`src/hw/rtl/clcd_pkg.sv`:
```
package clcd_pkg;

  // Operation codes carried by the input operation field.
  localparam logic [2:0] OP_TICK   = 3'd0;
  localparam logic [2:0] OP_INIT   = 3'd1;
  localparam logic [2:0] OP_CMD    = 3'd2;
  localparam logic [2:0] OP_CHAR   = 3'd3;
  localparam logic [2:0] OP_NIBBLE = 3'd4;

  // Configuration register indexes.
  localparam logic [2:0] REG_POWERUP_WAIT   = 3'd0;
  localparam logic [2:0] REG_WAKE_WAIT      = 3'd1;
  localparam logic [2:0] REG_MODE_WAIT      = 3'd2;
  localparam logic [2:0] REG_STEP_WAIT      = 3'd3;
  localparam logic [2:0] REG_SEL_REL_WAIT   = 3'd4;

  // Reset values of the configuration registers.
  localparam logic [15:0] POWERUP_WAIT_RST = 16'd40000;
  localparam logic [9:0]  WAKE_WAIT_RST    = 10'd200;
  localparam logic [9:0]  MODE_WAIT_RST    = 10'd40;
  localparam logic [9:0]  STEP_WAIT_RST    = 10'd100;
  localparam logic [9:0]  SEL_REL_WAIT_RST = 10'd50;

  localparam int unsigned CLCD_QUEUE_DEPTH = 2;

  // Command bytes sent at the end of the init sequence.
  localparam logic [7:0] INIT_CMDS [4] = '{8'h28, 8'h10, 8'h0F, 8'h06};

  // Wake and mode nibbles.
  localparam logic [3:0] WAKE_NIBBLE = 4'h3;
  localparam logic [3:0] MODE_NIBBLE = 4'h2;

  typedef enum logic [2:0] {
    KIND_IGNORE,
    KIND_TICK,
    KIND_INIT,
    KIND_CMD,
    KIND_CHAR,
    KIND_NIBBLE
  } kind_e;

  typedef struct packed {
    logic [2:0] operation;
    logic [7:0] byte_value;
  } clcd_in_t;

  typedef struct packed {
    logic [3:0] data_nibble;
    logic       enable_line;
    logic       register_select;
    logic       busy_res;
    logic       rejected;
  } clcd_out_t;

  typedef struct packed {
    kind_e      kind;
    logic [7:0] byte_value;
  } qitem_t;

  typedef struct packed {
    logic [15:0] powerup_wait;
    logic [9:0]  wake_wait;
    logic [9:0]  mode_wait;
    logic [9:0]  step_wait;
    logic [9:0]  sel_rel_wait;
  } cfg_t;

endpackage

```
`src/hw/rtl/clcd_front.sv`:
```
module clcd_front (
  input  logic               in_valid_i,
  output logic               in_stall_o,
  input  clcd_pkg::clcd_in_t in_req_i,
  input  logic               q_full_i,
  output logic               push_o,
  output clcd_pkg::qitem_t   push_item_o
);
  import clcd_pkg::*;

  kind_e kind;

  // Sort the incoming operation into the kind the back end acts on.
  always_comb begin
    unique case (in_req_i.operation)
      OP_TICK:   kind = KIND_TICK;
      OP_INIT:   kind = KIND_INIT;
      OP_CMD:    kind = KIND_CMD;
      OP_CHAR:   kind = KIND_CHAR;
      OP_NIBBLE: kind = KIND_NIBBLE;
      default:   kind = KIND_IGNORE;
    endcase
  end

  assign in_stall_o             = q_full_i;
  assign push_o                 = in_valid_i && !q_full_i;
  assign push_item_o.kind       = kind;
  assign push_item_o.byte_value = in_req_i.byte_value;

endmodule

```
`src/hw/rtl/clcd_queue.sv`:
```
module clcd_queue #(
  parameter int unsigned Depth = clcd_pkg::CLCD_QUEUE_DEPTH
) (
  input  logic             clk_i,
  input  logic             rst_ni,
  input  logic             push_i,
  input  clcd_pkg::qitem_t push_item_i,
  output logic             full_o,
  input  logic             pop_i,
  output logic             valid_o,
  output clcd_pkg::qitem_t head_o
);
  import clcd_pkg::*;

  localparam int unsigned PtrW = (Depth > 1) ? $clog2(Depth) : 1;
  localparam int unsigned CntW = $clog2(Depth + 1);

  qitem_t          mem_q [Depth];
  logic [PtrW-1:0] wr_ptr_q, wr_ptr_d;
  logic [PtrW-1:0] rd_ptr_q, rd_ptr_d;
  logic [CntW-1:0] cnt_q, cnt_d;
  logic            do_push, do_pop;

  assign full_o  = (cnt_q == CntW'(Depth));
  assign valid_o = (cnt_q != '0);
  assign head_o  = mem_q[rd_ptr_q];
  assign do_push = push_i && !full_o;
  assign do_pop  = pop_i && valid_o;

  always_comb begin
    wr_ptr_d = wr_ptr_q;
    rd_ptr_d = rd_ptr_q;
    cnt_d    = cnt_q;
    if (do_push) begin
      wr_ptr_d = (wr_ptr_q == PtrW'(Depth - 1)) ? '0 : wr_ptr_q + PtrW'(1);
    end
    if (do_pop) begin
      rd_ptr_d = (rd_ptr_q == PtrW'(Depth - 1)) ? '0 : rd_ptr_q + PtrW'(1);
    end
    if (do_push && !do_pop) begin
      cnt_d = cnt_q + CntW'(1);
    end else if (do_pop && !do_push) begin
      cnt_d = cnt_q - CntW'(1);
    end
  end

  always_ff @(posedge clk_i or negedge rst_ni) begin
    if (!rst_ni) begin
      wr_ptr_q <= '0;
      rd_ptr_q <= '0;
      cnt_q    <= '0;
    end else begin
      wr_ptr_q <= wr_ptr_d;
      rd_ptr_q <= rd_ptr_d;
      cnt_q    <= cnt_d;
    end
  end

  always_ff @(posedge clk_i) begin
    if (do_push) begin
      mem_q[wr_ptr_q] <= push_item_i;
    end
  end

endmodule

```
`src/hw/rtl/clcd_back.sv`:
```
module clcd_back (
  input  logic                clk_i,
  input  logic                rst_ni,
  input  logic                cfg_we_i,
  input  logic [2:0]          cfg_index_i,
  input  logic [15:0]         cfg_data_i,
  input  logic                q_valid_i,
  input  clcd_pkg::qitem_t    q_head_i,
  output logic                q_pop_o,
  output logic                out_valid_o,
  input  logic                out_stall_i,
  output clcd_pkg::clcd_out_t out_res_o
);
  import clcd_pkg::*;

  typedef enum logic [3:0] {
    PH_IDLE,
    PH_POWERUP,
    PH_RS_SETUP,
    PH_HI_SET,
    PH_HI_EN_H,
    PH_HI_EN_L,
    PH_LO_SET,
    PH_LO_EN_H,
    PH_LO_EN_L,
    PH_RS_RELEASE,
    PH_GAP,
    PH_SN_SET,
    PH_SN_EN_H,
    PH_SN_EN_L
  } phase_e;

  typedef struct packed {
    phase_e      phase;
    logic [15:0] wait_left;
    logic [7:0]  held_byte;
    logic [3:0]  init_step;
    logic [3:0]  nibble;
    logic        en_level;
    logic        rs_level;
  } seq_t;

  cfg_t      cfg_q;
  seq_t      seq_q, seq_d;
  clcd_out_t res_q, res_d;
  logic      out_valid_q, out_valid_d;
  logic      busy;
  logic      rej;

  // Begin the init item selected by init_step; past the last one, go idle.
  function automatic seq_t start_item(seq_t s, cfg_t c);
    seq_t r;
    r = s;
    if (s.init_step >= 4'd1 && s.init_step <= 4'd3) begin
      r.nibble    = WAKE_NIBBLE;
      r.phase     = PH_SN_SET;
      r.wait_left = {6'd0, c.step_wait};
    end else if (s.init_step == 4'd4) begin
      r.nibble    = MODE_NIBBLE;
      r.phase     = PH_SN_SET;
      r.wait_left = {6'd0, c.step_wait};
    end else if (s.init_step >= 4'd5 && s.init_step <= 4'd8) begin
      r.held_byte = INIT_CMDS[2'(s.init_step - 4'd5)];
      r.nibble    = r.held_byte[7:4];
      r.phase     = PH_HI_SET;
      r.wait_left = {6'd0, c.step_wait};
    end else begin
      r.init_step = 4'd0;
      r.phase     = PH_IDLE;
      r.wait_left = 16'd0;
    end
    return r;
  endfunction

  // Take the next action once the current wait has run out.
  function automatic seq_t advance(seq_t s, cfg_t c);
    seq_t        r;
    logic [15:0] step;
    r    = s;
    step = {6'd0, c.step_wait};
    unique case (s.phase)
      PH_POWERUP: begin
        r.init_step = 4'd1;
        r = start_item(r, c);
      end
      PH_RS_SETUP: begin
        r.nibble    = s.held_byte[7:4];
        r.phase     = PH_HI_SET;
        r.wait_left = step;
      end
      PH_HI_SET: begin
        r.en_level  = 1'b1;
        r.phase     = PH_HI_EN_H;
        r.wait_left = step;
      end
      PH_HI_EN_H: begin
        r.en_level  = 1'b0;
        r.phase     = PH_HI_EN_L;
        r.wait_left = step;
      end
      PH_HI_EN_L: begin
        r.nibble    = s.held_byte[3:0];
        r.phase     = PH_LO_SET;
        r.wait_left = step;
      end
      PH_LO_SET: begin
        r.en_level  = 1'b1;
        r.phase     = PH_LO_EN_H;
        r.wait_left = step;
      end
      PH_LO_EN_H: begin
        r.en_level  = 1'b0;
        r.phase     = PH_LO_EN_L;
        r.wait_left = step;
      end
      PH_LO_EN_L: begin
        if (s.rs_level) begin
          r.rs_level  = 1'b0;
          r.phase     = PH_RS_RELEASE;
          r.wait_left = {6'd0, c.sel_rel_wait};
        end else if (s.init_step != 4'd0) begin
          r.init_step = s.init_step + 4'd1;
          r = start_item(r, c);
        end else begin
          r.phase     = PH_IDLE;
          r.wait_left = 16'd0;
        end
      end
      PH_SN_SET: begin
        r.en_level  = 1'b1;
        r.phase     = PH_SN_EN_H;
        r.wait_left = step;
      end
      PH_SN_EN_H: begin
        r.en_level  = 1'b0;
        r.phase     = PH_SN_EN_L;
        r.wait_left = step;
      end
      PH_SN_EN_L: begin
        if (s.init_step >= 4'd1 && s.init_step <= 4'd3) begin
          r.phase     = PH_GAP;
          r.wait_left = {6'd0, c.wake_wait};
        end else if (s.init_step == 4'd4) begin
          r.phase     = PH_GAP;
          r.wait_left = {6'd0, c.mode_wait};
        end else begin
          r.init_step = 4'd0;
          r.phase     = PH_IDLE;
          r.wait_left = 16'd0;
        end
      end
      PH_GAP: begin
        r.init_step = s.init_step + 4'd1;
        r = start_item(r, c);
      end
      default: begin
        // The select release wait ends the character; anything else is idle.
        r.init_step = 4'd0;
        r.phase     = PH_IDLE;
        r.wait_left = 16'd0;
      end
    endcase
    return r;
  endfunction

  assign busy    = (seq_q.phase != PH_IDLE);
  assign q_pop_o = q_valid_i && (!out_valid_q || !out_stall_i);

  always_comb begin
    seq_d = seq_q;
    rej   = 1'b0;
    if (q_pop_o) begin
      case (q_head_i.kind) inside
        KIND_TICK: begin
          if (busy) begin
            if (seq_q.wait_left != 16'd0) begin
              seq_d.wait_left = seq_q.wait_left - 16'd1;
            end
            if (seq_d.wait_left == 16'd0) begin
              seq_d = advance(seq_d, cfg_q);
            end
          end
        end
        KIND_INIT, KIND_CMD, KIND_CHAR, KIND_NIBBLE: begin
          if (busy) begin
            rej = 1'b1;
          end else if (q_head_i.kind == KIND_INIT) begin
            seq_d.nibble    = 4'd0;
            seq_d.en_level  = 1'b0;
            seq_d.rs_level  = 1'b0;
            seq_d.init_step = 4'd0;
            seq_d.phase     = PH_POWERUP;
            seq_d.wait_left = cfg_q.powerup_wait;
          end else if (q_head_i.kind == KIND_CHAR) begin
            seq_d.held_byte = q_head_i.byte_value;
            seq_d.rs_level  = 1'b1;
            seq_d.phase     = PH_RS_SETUP;
            seq_d.wait_left = {6'd0, cfg_q.step_wait};
          end else begin
            seq_d.held_byte = q_head_i.byte_value;
            seq_d.nibble    = q_head_i.byte_value[7:4];
            seq_d.phase     = (q_head_i.kind == KIND_CMD) ? PH_HI_SET : PH_SN_SET;
            seq_d.wait_left = {6'd0, cfg_q.step_wait};
          end
        end
        default: begin
          // Unknown operations leave everything as it is.
        end
      endcase
    end

    res_d.data_nibble     = seq_d.nibble;
    res_d.enable_line     = seq_d.en_level;
    res_d.register_select = seq_d.rs_level;
    res_d.busy_res        = (seq_d.phase != PH_IDLE);
    res_d.rejected        = rej;

    if (q_pop_o) begin
      out_valid_d = 1'b1;
    end else begin
      out_valid_d = out_valid_q && out_stall_i;
    end
  end

  always_ff @(posedge clk_i or negedge rst_ni) begin
    if (!rst_ni) begin
      seq_q       <= '{phase: PH_IDLE, default: '0};
      out_valid_q <= 1'b0;
      res_q       <= '0;
    end else begin
      seq_q       <= seq_d;
      out_valid_q <= out_valid_d;
      if (q_pop_o) begin
        res_q <= res_d;
      end
    end
  end

  always_ff @(posedge clk_i or negedge rst_ni) begin
    if (!rst_ni) begin
      cfg_q.powerup_wait <= POWERUP_WAIT_RST;
      cfg_q.wake_wait    <= WAKE_WAIT_RST;
      cfg_q.mode_wait    <= MODE_WAIT_RST;
      cfg_q.step_wait    <= STEP_WAIT_RST;
      cfg_q.sel_rel_wait <= SEL_REL_WAIT_RST;
    end else if (cfg_we_i) begin
      unique case (cfg_index_i)
        REG_POWERUP_WAIT: cfg_q.powerup_wait <= cfg_data_i;
        REG_WAKE_WAIT:    cfg_q.wake_wait    <= cfg_data_i[9:0];
        REG_MODE_WAIT:    cfg_q.mode_wait    <= cfg_data_i[9:0];
        REG_STEP_WAIT:    cfg_q.step_wait    <= cfg_data_i[9:0];
        REG_SEL_REL_WAIT: cfg_q.sel_rel_wait <= cfg_data_i[9:0];
        default: begin
          // Writes to unused indexes are dropped.
        end
      endcase
    end
  end

  assign out_valid_o = out_valid_q;
  assign out_res_o   = res_q;

endmodule

```
`src/hw/rtl/char_lcd_4bit_sequencer.sv`:
```
// Character LCD sequencer for a 4-bit bus with enable and register-select lines.
// Each input request is a one-microsecond tick or an order: run the init
// sequence, send a command byte, send a character, or send a high nibble only.
// Every request yields exactly one result: the line levels after it, a busy
// flag and a flag that tells whether an order arrived while busy and was dropped.
// Channels use valid and stall; a request moves at an edge with valid high and
// stall low. The front end decodes each request into a two-entry queue; the back
// end takes one queued request per cycle while the receiver does not stall,
// updates the sequencer and loads the output register. A taken request is
// registered in the queue and then in the output register; the sustained rate
// is one request per clock cycle. When the receiver stalls, the result register
// holds, the back end stops, the queue fills and in_stall_o rises once it is
// full. Reset sets the timing registers to their defaults, returns the
// sequencer to idle with all lines low and empties the queue. Timing registers
// are written through cfg_we_i, cfg_index_i and cfg_data_i; the user must write
// them only while no work is in flight, as the block does not enforce it.
module char_lcd_4bit_sequencer #(
  parameter int unsigned QueueDepth = clcd_pkg::CLCD_QUEUE_DEPTH
) (
  input  logic                clk_i,
  input  logic                rst_ni,
  input  logic                cfg_we_i,
  input  logic [2:0]          cfg_index_i,
  input  logic [15:0]         cfg_data_i,
  input  logic                in_valid_i,
  output logic                in_stall_o,
  input  clcd_pkg::clcd_in_t  in_req_i,
  output logic                out_valid_o,
  input  logic                out_stall_i,
  output clcd_pkg::clcd_out_t out_res_o
);
  import clcd_pkg::*;

  logic   q_full;
  logic   q_push;
  qitem_t q_push_item;
  logic   q_pop;
  logic   q_valid;
  qitem_t q_head;

  // The front end only decodes; it pushes a valid request whenever the queue has room.
  clcd_front u_front (
    .in_valid_i  (in_valid_i),
    .in_stall_o  (in_stall_o),
    .in_req_i    (in_req_i),
    .q_full_i    (q_full),
    .push_o      (q_push),
    .push_item_o (q_push_item)
  );

  // The queue lets the two sides stall independently of each other.
  clcd_queue #(
    .Depth (QueueDepth)
  ) u_queue (
    .clk_i       (clk_i),
    .rst_ni      (rst_ni),
    .push_i      (q_push),
    .push_item_i (q_push_item),
    .full_o      (q_full),
    .pop_i       (q_pop),
    .valid_o     (q_valid),
    .head_o      (q_head)
  );

  // The back end runs the timed sequence and owns the result register.
  clcd_back u_back (
    .clk_i       (clk_i),
    .rst_ni      (rst_ni),
    .cfg_we_i    (cfg_we_i),
    .cfg_index_i (cfg_index_i),
    .cfg_data_i  (cfg_data_i),
    .q_valid_i   (q_valid),
    .q_head_i    (q_head),
    .q_pop_o     (q_pop),
    .out_valid_o (out_valid_o),
    .out_stall_i (out_stall_i),
    .out_res_o   (out_res_o)
  );

`ifndef SYNTH
  // A dropped request can only happen while a sequence is still running.
  assert property (@(posedge clk_i) disable iff (!rst_ni)
    out_valid_o && out_res_o.rejected |-> out_res_o.busy_res)
    else $error("rejected result while not busy");

  // Enable is only ever raised inside a running sequence.
  assert property (@(posedge clk_i) disable iff (!rst_ni)
    out_valid_o && out_res_o.enable_line |-> out_res_o.busy_res)
    else $error("enable high while idle");

  // Register select is only ever raised inside a running sequence.
  assert property (@(posedge clk_i) disable iff (!rst_ni)
    out_valid_o && out_res_o.register_select |-> out_res_o.busy_res)
    else $error("register select high while idle");

  // An accepted request is in the queue at the following edge.
  assert property (@(posedge clk_i) disable iff (!rst_ni)
    in_valid_i && !in_stall_o |=> q_valid)
    else $error("accepted request missing from queue");
`endif

endmodule
```
`config.mk`:
```
export PLATFORM = sky130hd
export DESIGN_NAME = char_lcd_4bit_sequencer
export DESIGN_NICKNAME = d
export VERILOG_FILES = /design/src/hw/rtl/clcd_pkg.sv /design/src/hw/rtl/clcd_front.sv /design/src/hw/rtl/clcd_queue.sv /design/src/hw/rtl/clcd_back.sv /design/src/hw/rtl/char_lcd_4bit_sequencer.sv
export SDC_FILE = /design/constraint.sdc
export NUM_CORES = 1
export LEC_CHECK = 0
export ABC_AREA = 1
export BUFFER_PORTS_ARGS = -buffer_cell sky130_fd_sc_hd__buf_2
export CELL_PAD_IN_SITES_DETAIL_PLACEMENT = 1
export CELL_PAD_IN_SITES_GLOBAL_PLACEMENT = 2
export CORE_ASPECT_RATIO = 0.6
export CORE_MARGIN = 1
export CORE_UTILIZATION = 40
export CTS_BUF_LIST = sky130_fd_sc_hd__clkbuf_8
export DETAILED_ROUTE_END_ITERATION = 10
export PLACE_DENSITY = 0.89
export SYNTH_ARGS = -nofsm -noshare
export SYNTH_HDL_FRONTEND = slang
export SYNTH_SLANG_ARGS = --single-unit
```
`constraint.sdc`:
```
create_clock -name clk_i -period 3.4 [get_ports clk_i]
set_input_delay 0.85 -clock clk_i [delete_from_list [all_inputs] [get_ports clk_i]]
set_output_delay 0.85 -clock clk_i [all_outputs]
set_load 0.03 [all_outputs]
```
==> out/results.txt <==
CP arrival - 3.55 ns
Largest net degree at the start of global routing - 75
Maximum vdd drop - 389 uV
Share of post-route cells with drive strength above 1 - 14.7%
Minimum clock period - 3.18 ns
# Max-Cap Violations - 0
Final setup margin - 0.218 ns
Final HPWL DP - 17700 um
All-Layer GR Usage - 26.8%
Fin. max-slew vios - 0
Initial antenna violation count - 0
Post-Syn Nets - 1009
Die W - 177 um
Syn Inst Count - 965
Avg Inst Size Synth - 7.60 um2
Area grow syn2layout - 14.0%
CP max FO - 18
Die Y - 107 um
Area share of the largest cell type after synthesis - 31.0%
Post-route clock period utilization - 93.6%
Avg WL per Cell - 18.6 um
Detail Route Antenna Nets - 0
Final core occ - 47.7%
I/O pins - 45
Vias - 6918
Fmax - 314 MHz
# nets final - 1067
Number of flops mapped to enable cells by yosys - 22
RSZ-0062 raised after global routing - false
Global placement routability congestion - 0.961
Clock Path Buffers - 2
Status - finished clean
Root buf cell - clkbuf_8
Seq/Total Area, Yosys - 45.8%
Worst setup EP type - register
First-pass GRT wire length - 38200 um
Ys Warns - 0
Total wire length - 23600 um
Predominant post-synthesis flop cell - dfrtp_1
Cell variety after synth - 47
Max-slew headroom - 49.6%
Element type at the critical path start - register
Power per Cell Area - 782 mW/mm2
GRT Residual Overflow - 0
Post-synth top area cell - dfrtp_1
Avg Vias per Cell - 5.45
Initial Util - 41.8%
Total CTS buffers - 17
CTS tree - yes
Total of flip-flops plus latches after synthesis - 129
Final hold violations - 0
Setup bufs post-CTS - 0
Pre-CTS setup slack - 0.272 ns
Worst-Margin Slew - 0.749 ns
P_leak - 4.01 nW
Die area - 0.0189 mm2
First-pass DRT Iterations - 5
Synth area leaders - dfrtp_1 31%, nand2_1 15%, edfxtp_1 9.0%, o21ai_0 7.6%, dfstp_2 5.7%
Hold_buf cts - 0
Core area - 0.0175 mm2
Diodes inserted - 0
H-tree levels - 4
# DRC - 0
Asr flop ratio synth - 82.9%
Clock Latency Late Sink - 0.48 ns
Port buffer count - 44
Setup-failing EPs final - 0
TritonCTS sink count - 129
Crit path kind - register to register
DRT iter0 DRCs - 609
Hold WC Path Type - primary input to asynchronous set/reset pin
Setup TNS Final - 0 ns
Syn Std Cell Area - 0.00734 mm2
# resized after CTS - 0
Row cnt - 37
Worst-path clk slew - 0.09 ns
Req. time, crit path - 3.77 ns
Vias in the first global route - 6674
Final Skew - 0.0157 ns
## flip-flops by register name (all words and copies together), names as in the netlist
name,count
u_queue.mem_q,22
u_queue.wr_ptr_q,1
u_back.out_valid_o,1
u_back.seq_q,38
u_queue.cnt_q,2
u_back.out_res_o,8
u_back.cfg_q,56
u_queue.rd_ptr_q,1
## cell usage in the layout, fill, tap and decap left out, types with 3 or more instances in the layout
master / Yosys / routed
nand3b_1: 3 / 3
a21oi_1: 40 / 40
inv_6: 0 / 4
mux2_2: 6 / 6
dfrtp_1: 91 / 91
buf_4: 1 / 25
o21ai_0: 111 / 111
buf_2: 4 / 43
clkbuf_8: 0 / 17
xor2_1: 4 / 4
edfxtp_1: 22 / 22
a22oi_1: 10 / 10
nor2_1: 80 / 80
nand3_1: 59 / 59
nand2_4: 3 / 3
clkinv_1: 2 / 3
dfstp_2: 16 / 16
a211oi_1: 3 / 3
nand3_2: 8 / 8
ha_1: 9 / 9
nor2_2: 4 / 4
nand2_1: 293 / 293
a32oi_1: 7 / 7
nor2_4: 3 / 3
nand2_2: 5 / 5
nor3_1: 9 / 9
inv_1: 102 / 102
a221oi_1: 10 / 10
nand4_1: 12 / 12
bufinv_16: 0 / 4
o31ai_1: 4 / 4
## final timing paths
kind	startpoint	end	slack [ns]	depth (start not counted)
hold / removal	rst_ni	u_back.seq_q[7]	0.33	1
setup reg to reg	u_back.seq_q[18]	u_back.seq_q[16]	0.22	17
max in group asynchronous	rst_ni	u_back.cfg_q[37]	2.24	2
setup / recovery	u_back.seq_q[18]	u_back.seq_q[16]	0.22	17
hold reg to reg	u_back.out_res_o[3]	u_back.out_res_o[3]	0.49	2
min in group clk_i	u_back.out_res_o[3]	u_back.out_res_o[3]	0.49	2
## final cells by class
type	instances	area [um2]
Clock inverter	15	204
Sequential cell	129	3360
Tap cell	234	293
Inverter	105	394
Multi-Input combinational cell	700	3440
Clock buffer	17	234
Fill cell	2224	9180
Timing Repair Buffer	70	443
## synthesized netlist by cell type, drive strengths merged, types with 4 or more instances
cell and count:
mux2 6, nor2 88, ha 9, nand3 67, xor2 4, a221oi 10
clkbuf 23, o21ai 112, a21oi 40, dfstp 16, inv 103, buf 8
a22oi 10, a32oi 7, dfrtp 91, o31ai 4, nand2 301, nor3 10
edfxtp 22, nand4 12
## metrics by stage
step                cell area [um2]  instances  power (W)  hold slack, ns
floorplan                      7340        965    0.00409           0.442
global placement               7900       1235    0.00496           0.462
detailed placement             7900       1235    0.00501           0.473
CTS                            8340       1267    0.00655           0.312
global route                   8360       1270    0.00700           0.349
finish                         8360       1270    0.00654           0.329
## power breakdown
group | total (W) | switching [W] | internal (W)
Sequential | 0.00238 | 0.000368 | 0.00201
Clock | 0.00150 | 0.000697 | 0.000807
Combinational | 0.00266 | 0.00186 | 0.000805
Total | 0.00654 | 0.00292 | 0.00362
## routing by layer
| layer | vias to the layer above | global-route usage [%] | part of all wire, % |
|---|---|---|---|
| li1 | 3325 | - | - |
| met4 | 0 | 6.83 | 0.89 |
| met2 | 193 | 33.5 | 36 |
| met1 | 3384 | 44.7 | 57 |
| met3 | 16 | 5.53 | 6.0 |
| met5 | - | 0 | 0 |
## cell families after synthesis
group                      synth area share, %
DFF                                       45.8
AOI/OAI and AO/OA                         14.9
adders and majority gates                 1.54
and+or+nand+nor                           28.9
muxes                                    0.921
buffers and inverters                     7.40
xor gates and xnor gates                 0.597
## worst max-delay path: stages, from the launching register on
cell and delay [ns]:
dfrtp_1 0.38, inv_1 0.19, ha_1 0.33, nand2_4 0.12, nor2_8 0.17, nand2_4 0.17
nand3_1 0.19, nand2_1 0.10, inv_1 0.06, nand2_1 0.04, nor2_1 0.11, nand3_2 0.39
nand2_1 0.21, nand2_1 0.17, inv_2 0.18, o31ai_1 0.12, nand2_1 0.08, nand2_1 0.06
Note: power is estimated with default switching activity, not from simulation.
